## src/design/cle_pkg.sv

```systemverilog
// ----------------------------------------------------------------------------
// cle_pkg
// Shared types and character codes for the console line editor.
// ----------------------------------------------------------------------------
package cle_pkg;

    localparam logic [7:0] KEY_BS    = 8'h08;
    localparam logic [7:0] KEY_NL    = 8'h0A;
    localparam logic [7:0] KEY_SPACE = 8'h20;
    localparam logic [7:0] KEY_CARET = 8'h5E;
    localparam logic [7:0] CARET_OFS = 8'h40;

    localparam int         MAX_RES   = 3;

    typedef enum logic {
        ACT_KEY   = 1'b0,
        ACT_BEGIN = 1'b1
    } action_t;

    typedef struct packed {
        logic       echo_valid;
        logic [7:0] echo_char;
        logic       store_valid;
        logic [7:0] store_index;
        logic [7:0] store_char;
        logic       line_done;
        logic [7:0] line_length;
        logic       last;
    } result_t;

    // Up to three results produced by one input transaction
    typedef struct packed {
        result_t [MAX_RES-1:0] res;
        logic    [1:0]         count;
    } step_t;

endpackage

```

## src/design/cle_if.sv

```systemverilog
// ----------------------------------------------------------------------------
// cle_if
// Valid/ready channels for key transactions and result transactions.
// ----------------------------------------------------------------------------
interface cle_in_if;
    logic       valid;
    logic       ready;
    logic       action;
    logic [7:0] key_byte;

    modport source (output valid, output action, output key_byte, input ready);
    modport sink   (input valid, input action, input key_byte, output ready);
endinterface

interface cle_out_if;
    logic       valid;
    logic       ready;
    logic       echo_valid;
    logic [7:0] echo_char;
    logic       store_valid;
    logic [7:0] store_index;
    logic [7:0] store_char;
    logic       line_done;
    logic [7:0] line_length;
    logic       last;

    modport source (
        output valid, output echo_valid, output echo_char, output store_valid,
        output store_index, output store_char, output line_done,
        output line_length, output last, input ready
    );
    modport sink (
        input valid, input echo_valid, input echo_char, input store_valid,
        input store_index, input store_char, input line_done,
        input line_length, input last, output ready
    );
endinterface

```

## src/design/cle_step.sv

```systemverilog
// ----------------------------------------------------------------------------
// cle_step
// Decodes one key or begin-line transaction against the current line state
// and produces its result set and the next line state.
// ----------------------------------------------------------------------------
module cle_step
    import cle_pkg::*;
#(
    parameter int LINE_DEPTH = 256
)
(
    input  logic       action,
    input  logic [7:0] key_byte,
    input  logic [7:0] char_count,
    input  logic       line_finished,
    input  logic [7:0] max_length,
    output step_t      step,
    output logic [7:0] char_count_next,
    output logic       line_finished_next
);

    localparam int         CAP_INT = (LINE_DEPTH - 1 < 255) ? LINE_DEPTH - 1 : 255;
    localparam logic [7:0] CAP     = CAP_INT[7:0];

    logic [7:0] limit;
    logic [7:0] grown;
    logic       room;

    // Keep the terminator inside the buffer
    assign limit = (max_length < CAP) ? max_length : CAP;
    assign room  = (char_count < limit);
    assign grown = room ? (char_count + 8'd1) : char_count;

    always_comb
    begin
        step               = '0;
        char_count_next    = char_count;
        line_finished_next = line_finished;

        if (action == ACT_BEGIN)
        begin
            char_count_next               = 8'd0;
            line_finished_next            = (limit == 8'd0);
            step.count                    = 2'd1;
            step.res[0].store_valid       = (limit == 8'd0);
            step.res[0].line_done         = (limit == 8'd0);
        end
        else if (line_finished)
        begin
            step.count = 2'd0;
        end
        else if (key_byte == KEY_BS)
        begin
            if (char_count != 8'd0)
            begin
                char_count_next           = char_count - 8'd1;
                step.count                = 2'd3;
                step.res[0].echo_valid    = 1'b1;
                step.res[0].echo_char     = KEY_BS;
                step.res[0].line_length   = char_count;
                step.res[1].echo_valid    = 1'b1;
                step.res[1].echo_char     = KEY_SPACE;
                step.res[1].line_length   = char_count;
                step.res[2].echo_valid    = 1'b1;
                step.res[2].echo_char     = KEY_BS;
                step.res[2].store_valid   = 1'b1;
                step.res[2].store_index   = char_count - 8'd1;
                step.res[2].line_length   = char_count - 8'd1;
            end
        end
        else if (key_byte == KEY_NL)
        begin
            line_finished_next        = 1'b1;
            step.count                = 2'd1;
            step.res[0].echo_valid    = 1'b1;
            step.res[0].echo_char     = KEY_NL;
            step.res[0].store_valid   = 1'b1;
            step.res[0].store_index   = char_count;
            step.res[0].line_done     = 1'b1;
            step.res[0].line_length   = char_count;
        end
        else if (key_byte < KEY_SPACE || key_byte[7])
        begin
            // Caret notation, nothing stored
            step.count                = 2'd2;
            step.res[0].echo_valid    = 1'b1;
            step.res[0].echo_char     = KEY_CARET;
            step.res[0].line_length   = char_count;
            step.res[1].echo_valid    = 1'b1;
            step.res[1].echo_char     = key_byte + CARET_OFS;
            step.res[1].line_length   = char_count;
        end
        else
        begin
            char_count_next           = grown;
            step.count                = 2'd1;
            step.res[0].echo_valid    = 1'b1;
            step.res[0].echo_char     = key_byte;
            step.res[0].store_valid   = room;
            step.res[0].store_index   = room ? char_count : 8'd0;
            step.res[0].store_char    = room ? key_byte : 8'd0;
            step.res[0].line_length   = grown;
            if (grown >= limit)
            begin
                line_finished_next        = 1'b1;
                step.count                = 2'd2;
                step.res[1].store_valid   = 1'b1;
                step.res[1].store_index   = grown;
                step.res[1].line_done     = 1'b1;
                step.res[1].line_length   = grown;
            end
        end

        case (step.count)
            2'd1:    step.res[0].last = 1'b1;
            2'd2:    step.res[1].last = 1'b1;
            2'd3:    step.res[2].last = 1'b1;
            default: ;
        endcase
    end

endmodule

```

## src/design/console_line_editor.sv

```systemverilog
// ----------------------------------------------------------------------------
// console_line_editor
// Canonical line editor: echoes keyboard bytes and reports line buffer writes.
// ----------------------------------------------------------------------------
// Each key or begin-line transaction yields zero to three result transactions
// (backspace on a non-empty line three, control bytes two, a printable byte
// that fills the line two, ignored keys none, others one). The line state
// updates when the key is taken, and its results sit in a three-entry result
// set that drains through one output register at one result per cycle while
// the output is not stalled; a new key is taken in the cycle the last result
// of the previous one moves to the output register. A key's first result
// passes from the result set to the output register. The user must write
// max_length only while no results are pending; the block does not enforce it.
module console_line_editor
    import cle_pkg::*;
#(
    parameter int LINE_DEPTH = 256
)
(
    input  logic          clk,
    input  logic          rst_n,
    input  logic          max_length_we,
    input  logic [7:0]    max_length_wdata,
    cle_in_if.sink        item,
    cle_out_if.source     result
);

    logic [7:0]               max_length_reg;
    logic [7:0]               char_count_reg;
    logic                     line_finished_reg;
    result_t [MAX_RES-1:0]    set_reg;
    logic [1:0]               pending_reg;
    logic [1:0]               ptr_reg;
    logic                     out_valid_reg;
    result_t                  out_data_reg;

    step_t                    step;
    logic [7:0]               char_count_next;
    logic                     line_finished_next;
    logic                     load;
    logic                     pop;
    logic                     take;

    cle_step #(.LINE_DEPTH(LINE_DEPTH)) u_step (
        .action             (item.action),
        .key_byte           (item.key_byte),
        .char_count         (char_count_reg),
        .line_finished      (line_finished_reg),
        .max_length         (max_length_reg),
        .step               (step),
        .char_count_next    (char_count_next),
        .line_finished_next (line_finished_next)
    );

    assign load       = !out_valid_reg || result.ready;
    assign pop        = load && (pending_reg != 2'd0);
    assign item.ready = (pending_reg == 2'd0) || (pending_reg == 2'd1 && pop);
    assign take       = item.valid && item.ready;

    always_ff @(posedge clk or negedge rst_n)
    begin
        if (!rst_n)
        begin
            max_length_reg    <= 8'hFF;
            char_count_reg    <= 8'd0;
            line_finished_reg <= 1'b0;
            pending_reg       <= 2'd0;
            ptr_reg           <= 2'd0;
            out_valid_reg     <= 1'b0;
        end
        else
        begin
            if (max_length_we)
            begin
                max_length_reg <= max_length_wdata;
            end
            if (take)
            begin
                char_count_reg    <= char_count_next;
                line_finished_reg <= line_finished_next;
                pending_reg       <= step.count;
                ptr_reg           <= 2'd0;
            end
            else if (pop)
            begin
                pending_reg <= pending_reg - 2'd1;
                ptr_reg     <= ptr_reg + 2'd1;
            end
            if (load)
            begin
                out_valid_reg <= pop;
            end
        end
    end

    // Payload: no reset
    always_ff @(posedge clk)
    begin
        if (take)
        begin
            set_reg <= step.res;
        end
        if (pop)
        begin
            out_data_reg <= set_reg[ptr_reg];
        end
    end

    assign result.valid       = out_valid_reg;
    assign result.echo_valid  = out_data_reg.echo_valid;
    assign result.echo_char   = out_data_reg.echo_char;
    assign result.store_valid = out_data_reg.store_valid;
    assign result.store_index = out_data_reg.store_index;
    assign result.store_char  = out_data_reg.store_char;
    assign result.line_done   = out_data_reg.line_done;
    assign result.line_length = out_data_reg.line_length;
    assign result.last        = out_data_reg.last;

endmodule

```

## src/flat_wrapper.sv

```systemverilog
// flat-port wrapper written by rule: the top's interface ports become plain ports
module console_line_editor_flat import cle_pkg::*;
#(
    parameter int LINE_DEPTH = 256
)
  (clk, rst_n, max_length_we, max_length_wdata, item_valid, item_action, item_key_byte, item_ready, result_valid, result_echo_valid, result_echo_char, result_store_valid, result_store_index, result_store_char, result_line_done, result_line_length, result_last, result_ready);
  cle_in_if item_i ();
  cle_out_if result_i ();
  input  logic clk;
  input  logic rst_n;
  input  logic max_length_we;
  input  logic [7:0] max_length_wdata;
  input wire logic [$bits(item_i.valid)-1:0] item_valid;
  input wire logic [$bits(item_i.action)-1:0] item_action;
  input wire logic [$bits(item_i.key_byte)-1:0] item_key_byte;
  output wire logic [$bits(item_i.ready)-1:0] item_ready;
  output wire logic [$bits(result_i.valid)-1:0] result_valid;
  output wire logic [$bits(result_i.echo_valid)-1:0] result_echo_valid;
  output wire logic [$bits(result_i.echo_char)-1:0] result_echo_char;
  output wire logic [$bits(result_i.store_valid)-1:0] result_store_valid;
  output wire logic [$bits(result_i.store_index)-1:0] result_store_index;
  output wire logic [$bits(result_i.store_char)-1:0] result_store_char;
  output wire logic [$bits(result_i.line_done)-1:0] result_line_done;
  output wire logic [$bits(result_i.line_length)-1:0] result_line_length;
  output wire logic [$bits(result_i.last)-1:0] result_last;
  input wire logic [$bits(result_i.ready)-1:0] result_ready;
  assign item_i.valid = item_valid;
  assign item_i.action = item_action;
  assign item_i.key_byte = item_key_byte;
  assign item_ready = item_i.ready;
  assign result_valid = result_i.valid;
  assign result_echo_valid = result_i.echo_valid;
  assign result_echo_char = result_i.echo_char;
  assign result_store_valid = result_i.store_valid;
  assign result_store_index = result_i.store_index;
  assign result_store_char = result_i.store_char;
  assign result_line_done = result_i.line_done;
  assign result_line_length = result_i.line_length;
  assign result_last = result_i.last;
  assign result_i.ready = result_ready;
  console_line_editor #(.LINE_DEPTH(LINE_DEPTH)) u_core (.clk(clk), .rst_n(rst_n), .max_length_we(max_length_we), .max_length_wdata(max_length_wdata), .item(item_i), .result(result_i));
endmodule
```

## config.mk

```make
export PLATFORM = sky130hd
export DESIGN_NAME = console_line_editor_flat
export DESIGN_NICKNAME = d
export VERILOG_FILES = /design/src/design/cle_pkg.sv /design/src/design/cle_if.sv /design/src/design/cle_step.sv /design/src/design/console_line_editor.sv /design/src/flat_wrapper.sv
export SDC_FILE = /design/constraint.sdc
export NUM_CORES = 1
export LEC_CHECK = 0
export BUFFER_PORTS_ARGS = -buffer_cell sky130_fd_sc_hd__buf_2
export CAP_MARGIN = 20
export CORE_MARGIN = 2
export CORE_UTILIZATION = 36
export CTS_CLUSTER_SIZE = 28
export DETAILED_ROUTE_END_ITERATION = 12
export SLEW_MARGIN = 20
export SYNTH_ARGS = -nofsm -noshare
export SYNTH_HDL_FRONTEND = slang
export SYNTH_SLANG_ARGS = --single-unit
```

## constraint.sdc

```tcl
create_clock -name clk -period 5.6 [get_ports clk]
set_input_delay 1.4 -clock clk [delete_from_list [all_inputs] [get_ports clk]]
set_output_delay 1.4 -clock clk [all_outputs]
set_load 0.02 [all_outputs]
```

==> out/qor.csv <==
stage,metric,value,unit
sta,Clock Skews,0.00873,ns
power_and_ir_drop,cell leakage power,3.17,nW
yosys,register bit count reported by yosys,131,
cts,cell at the root of the clock tree,sky130_fd_sc_hd__clkbuf_16,
sta,final slew viol count,0,
sta,"Setup violations, final",0,
cells_and_area,fraction of layout cells with a size suffix above 1,20.0,%
place,routability congestion estimate from global placement,0.987,
place,placed wire-length estimate after detailed placement,11.0,mm
cts,CTS sink cnt,131,
grt,final global-route overflow total,0,
cts,depth of the CTS H-tree,4,
worst_setup_path,critical path data required time,5.77,ns
route,Vias,4653,
yosys,Post-Syn Area,6650,um2
cts,Clock Tree Buf Depth,2,
cells_and_area,area taken by multi-input logic gates,2570,um2
sta,Worst Slack Setup Final,0.837,ns
floorplan,Rows,49,
grt,antenna violations before repair,0,
cells_and_area,"commonest non-fill, non-tap cell in the layout",sky130_fd_sc_hd__edfxtp_1,
worst_setup_path,cell family with the largest share of critical-path delay,compound AO/OA/AOI/OAI gates,
route,DRT iter0 DRCs,513,
yosys,share of synthesized registers carrying an async set or reset,16.8,%
sta,worst slew pin tran,0.993,ns
route,wire length after detailed routing,15.8,mm
cts,count of hold-fix buffers inserted at cts,0,
cts,clock latency of the later-clocked register in the worst-skew pair,0.42,ns
place,dpl ws,0.895,ns
power_and_ir_drop,total power divided by cell area,526,nW/um2
worst_setup_path,endpoint type of the worst setup path,register,
cells_and_area,layout-stage area growth over the synthesis result,17.3,%
grt,vias in the first global route,4544,
floorplan,Core Region,18000,um2
route,Via-to-Cell Ratio,5.29,
power_and_ir_drop,highest ir drop seen on vdd,218,uV
route,Final ANT Viol Nets,0,
cells_and_area,fin area,7800,um2
worst_setup_path,slowest library cell on the worst path,sky130_fd_sc_hd__dfrtp_1,
power_and_ir_drop,Overall Power,4.11,mW
floorplan,area of the die,19600,um2
sta,Hold Slack,0.528,ns
worst_setup_path,critical path class,register to register,
grt,maximum number of pins on one net before global-route repair,59,
sta,tightest slew margin relative to the limit,33.6,%
worst_setup_path,arrival time reported for the critical path endpoint,4.94,ns
cells_and_area,final-stage net count,680,
floorplan,y dimension of the die,140,um
status,status,finished clean,
place,cell area after placement,7150,um2
flow_run,total of max-cap violations,0,
grt,Global Route Usage Sum,17.0,%
worst_setup_path,sort of element at the start of the critical path,register,
worst_setup_path,library cell appearing most often on the critical path,sky130_fd_sc_hd__ha_1,
worst_setup_path,cells traversed along the worst timing path,ha_1 -> a211oi_1 -> o21ai_0 -> a21oi_2 -> nand4_1 -> xnor2_1 -> ha_1 -> and3_1 -> a221o_1 -> a21oi_1 -> nor2_1 -> o21ba_2 -> and2b_1 -> a21o_1,
route,average wire per cell in the routed design,18.0,um
cells_and_area,FILL cells,1728,
route,DRC violations left,0,
sta,Max Freq,210,MHz
yosys,leading register cell type out of synthesis,sky130_fd_sc_hd__edfxtp_1,
sta,count of endpoints failing hold in the final timing report,0,
worst_setup_path,count of buffering cells on the critical path with inverters included,0,
cts,Num CTS Buffers,17,
cts,clock transition at the registers of the reported paths,0.06,ns
worst_setup_path,highest net fanout along the worst path,16,
sta,Tmin final,4.76,ns
hold_path,worst hold path type,register to register,
route,number of optimization iterations in the first detailed-route pass,6,
cells_and_area,flip-flop count of the largest register after layout,73,
cts,CTS tree,done,
floorplan,Initial Utilization,36.9,%
yosys,total number of yosys warnings,0,
floorplan,I/O pin cnt,60,
cells_and_area,most frequent cells in the layout,"sky130_fd_sc_hd__edfxtp_1, sky130_fd_sc_hd__buf_2, sky130_fd_sc_hd__nand2_1",
cells_and_area,total inserted antenna cells,0,
grt,wire length of the first global-routing pass,25.7,mm
worst_setup_path,delay contributed by the slowest stage of the critical path,0.66,ns
cts,post-cts repair resize count,0,
cells_and_area,sequential standard cell area,3830,um2
yosys,mean cell area of the mapped netlist,11.4,um2
yosys,number of synthesized flops with an enable pin,109,
sta,setup repair after global routing missed its margin,false,
yosys,proportion of synthesized chip area in sequential cells,57.6,%
floorplan,Die Span X,140,um
cts,postcts setup bufs,0,
sta,summed negative setup slack over all endpoints,0,ns
place,Port-buffer cells,59,
yosys,Cell variety after synth,76,
sta,final worst-path cycle share,85.1,%
yosys,Gate Count Post-Synth,584,
metal layers:
metal	wire length, um	global-route usage (%)	vias up
li1	-	-	2229
met1	7370	24.5	2215
met2	7150	25.3	177
met3	936	3.66	32
met4	374	6.37	0
met5	0	0	-
cell usage after synthesis (7+ instances only):
library cell	instances	area (um2)
sky130_fd_sc_hd__and3_1	16	100
sky130_fd_sc_hd__mux2i_1	30	300
sky130_fd_sc_hd__clkbuf_1	20	75.1
sky130_fd_sc_hd__nand2_1	54	203
sky130_fd_sc_hd__a21o_1	7	52.6
sky130_fd_sc_hd__dfstp_2	8	210
sky130_fd_sc_hd__a21oi_1	29	145
sky130_fd_sc_hd__edfxtp_1	109	3270
sky130_fd_sc_hd__and2_1	18	113
sky130_fd_sc_hd__nor2b_1	9	56.3
sky130_fd_sc_hd__ha_1	20	250
sky130_fd_sc_hd__nor2_1	44	165
sky130_fd_sc_hd__nor3_1	10	50.1
sky130_fd_sc_hd__inv_1	27	101
sky130_fd_sc_hd__dfrtp_1	14	350
sky130_fd_sc_hd__nand3_1	9	45.0
sky130_fd_sc_hd__xnor2_1	10	87.6
sky130_fd_sc_hd__buf_2	7	35.0
sky130_fd_sc_hd__o21ai_0	50	250
path summary, 6_finish.rpt:
check                                                         end  slack, ns  cells after the start                                 start
max in group asynchronous           u_core.ptr_reg[0]$_DFFE_PN0P_       4.24                      1                                 rst_n
setup / recovery                 u_core.set_reg[38]$_SDFFCE_PP0P_       0.84                     14  u_core.char_count_reg[5]$_DFFE_PN0P_
hold reg to reg            u_core.result.line_length[7]$_DFFE_PP_       0.53                      2      u_core.set_reg[44]$_SDFFCE_PP0P_
hold / removal             u_core.result.line_length[7]$_DFFE_PP_       0.53                      2      u_core.set_reg[44]$_SDFFCE_PP0P_
setup reg to reg                 u_core.set_reg[38]$_SDFFCE_PP0P_       0.84                     14  u_core.char_count_reg[5]$_DFFE_PN0P_
min in group asynchronous       u_core.pending_reg[1]$_DFFE_PN0P_       0.96                      1                                 rst_n
metrics by stage:
stage                     std cells  util (%)
final                           880      43.3
after global placement          847      39.7
after CTS                       879      43.2
after global routing            880      43.3
after floorplan                 585         -
after detailed placement        847      39.7
worst register-to-register path, stage by stage (launching register included):
cell                       delay, ns
sky130_fd_sc_hd__dfrtp_1        0.66
sky130_fd_sc_hd__ha_1           0.34
sky130_fd_sc_hd__a211oi_1       0.24
sky130_fd_sc_hd__o21ai_0        0.27
sky130_fd_sc_hd__a21oi_2        0.35
sky130_fd_sc_hd__nand4_1        0.30
sky130_fd_sc_hd__xnor2_1        0.32
sky130_fd_sc_hd__ha_1           0.29
sky130_fd_sc_hd__and3_1         0.16
sky130_fd_sc_hd__a221o_1        0.35
sky130_fd_sc_hd__a21oi_1        0.27
sky130_fd_sc_hd__nor2_1         0.08
sky130_fd_sc_hd__o21ba_2        0.47
sky130_fd_sc_hd__and2b_1        0.26
sky130_fd_sc_hd__a21o_1         0.15
cell families (layout without fill, tap and decap cells):
family	count (synthesis)	in the layout	share of synthesized area, %
other	1	2	0.0564
XOR/XNOR	13	13	1.71
buffers and inverters	61	127	3.86
flip-flops	131	131	57.6
adder cells (fa/ha/maj)	20	20	3.76
multiplexers	33	33	5.02
AND/OR/NAND/NOR	194	194	15.3
AO/OA/AOI/OAI	131	131	12.7
cell type report:
class	count	share of cell area [%]
Clock buffer	17	5.45
Clock inverter	15	2.63
Inverter	27	1.30
Tap cell	229	3.67
Multi-Input combinational cell	393	33.0
Sequential cell	131	49.2
Timing Repair Buffer	68	4.81
where the power goes:
group | internal [mW] | switching (mW)
clock network | 0.749 | 0.430
registers | 1.45 | 0.148
logic | 0.461 | 0.874
Power figures use the tool's default switching activity.
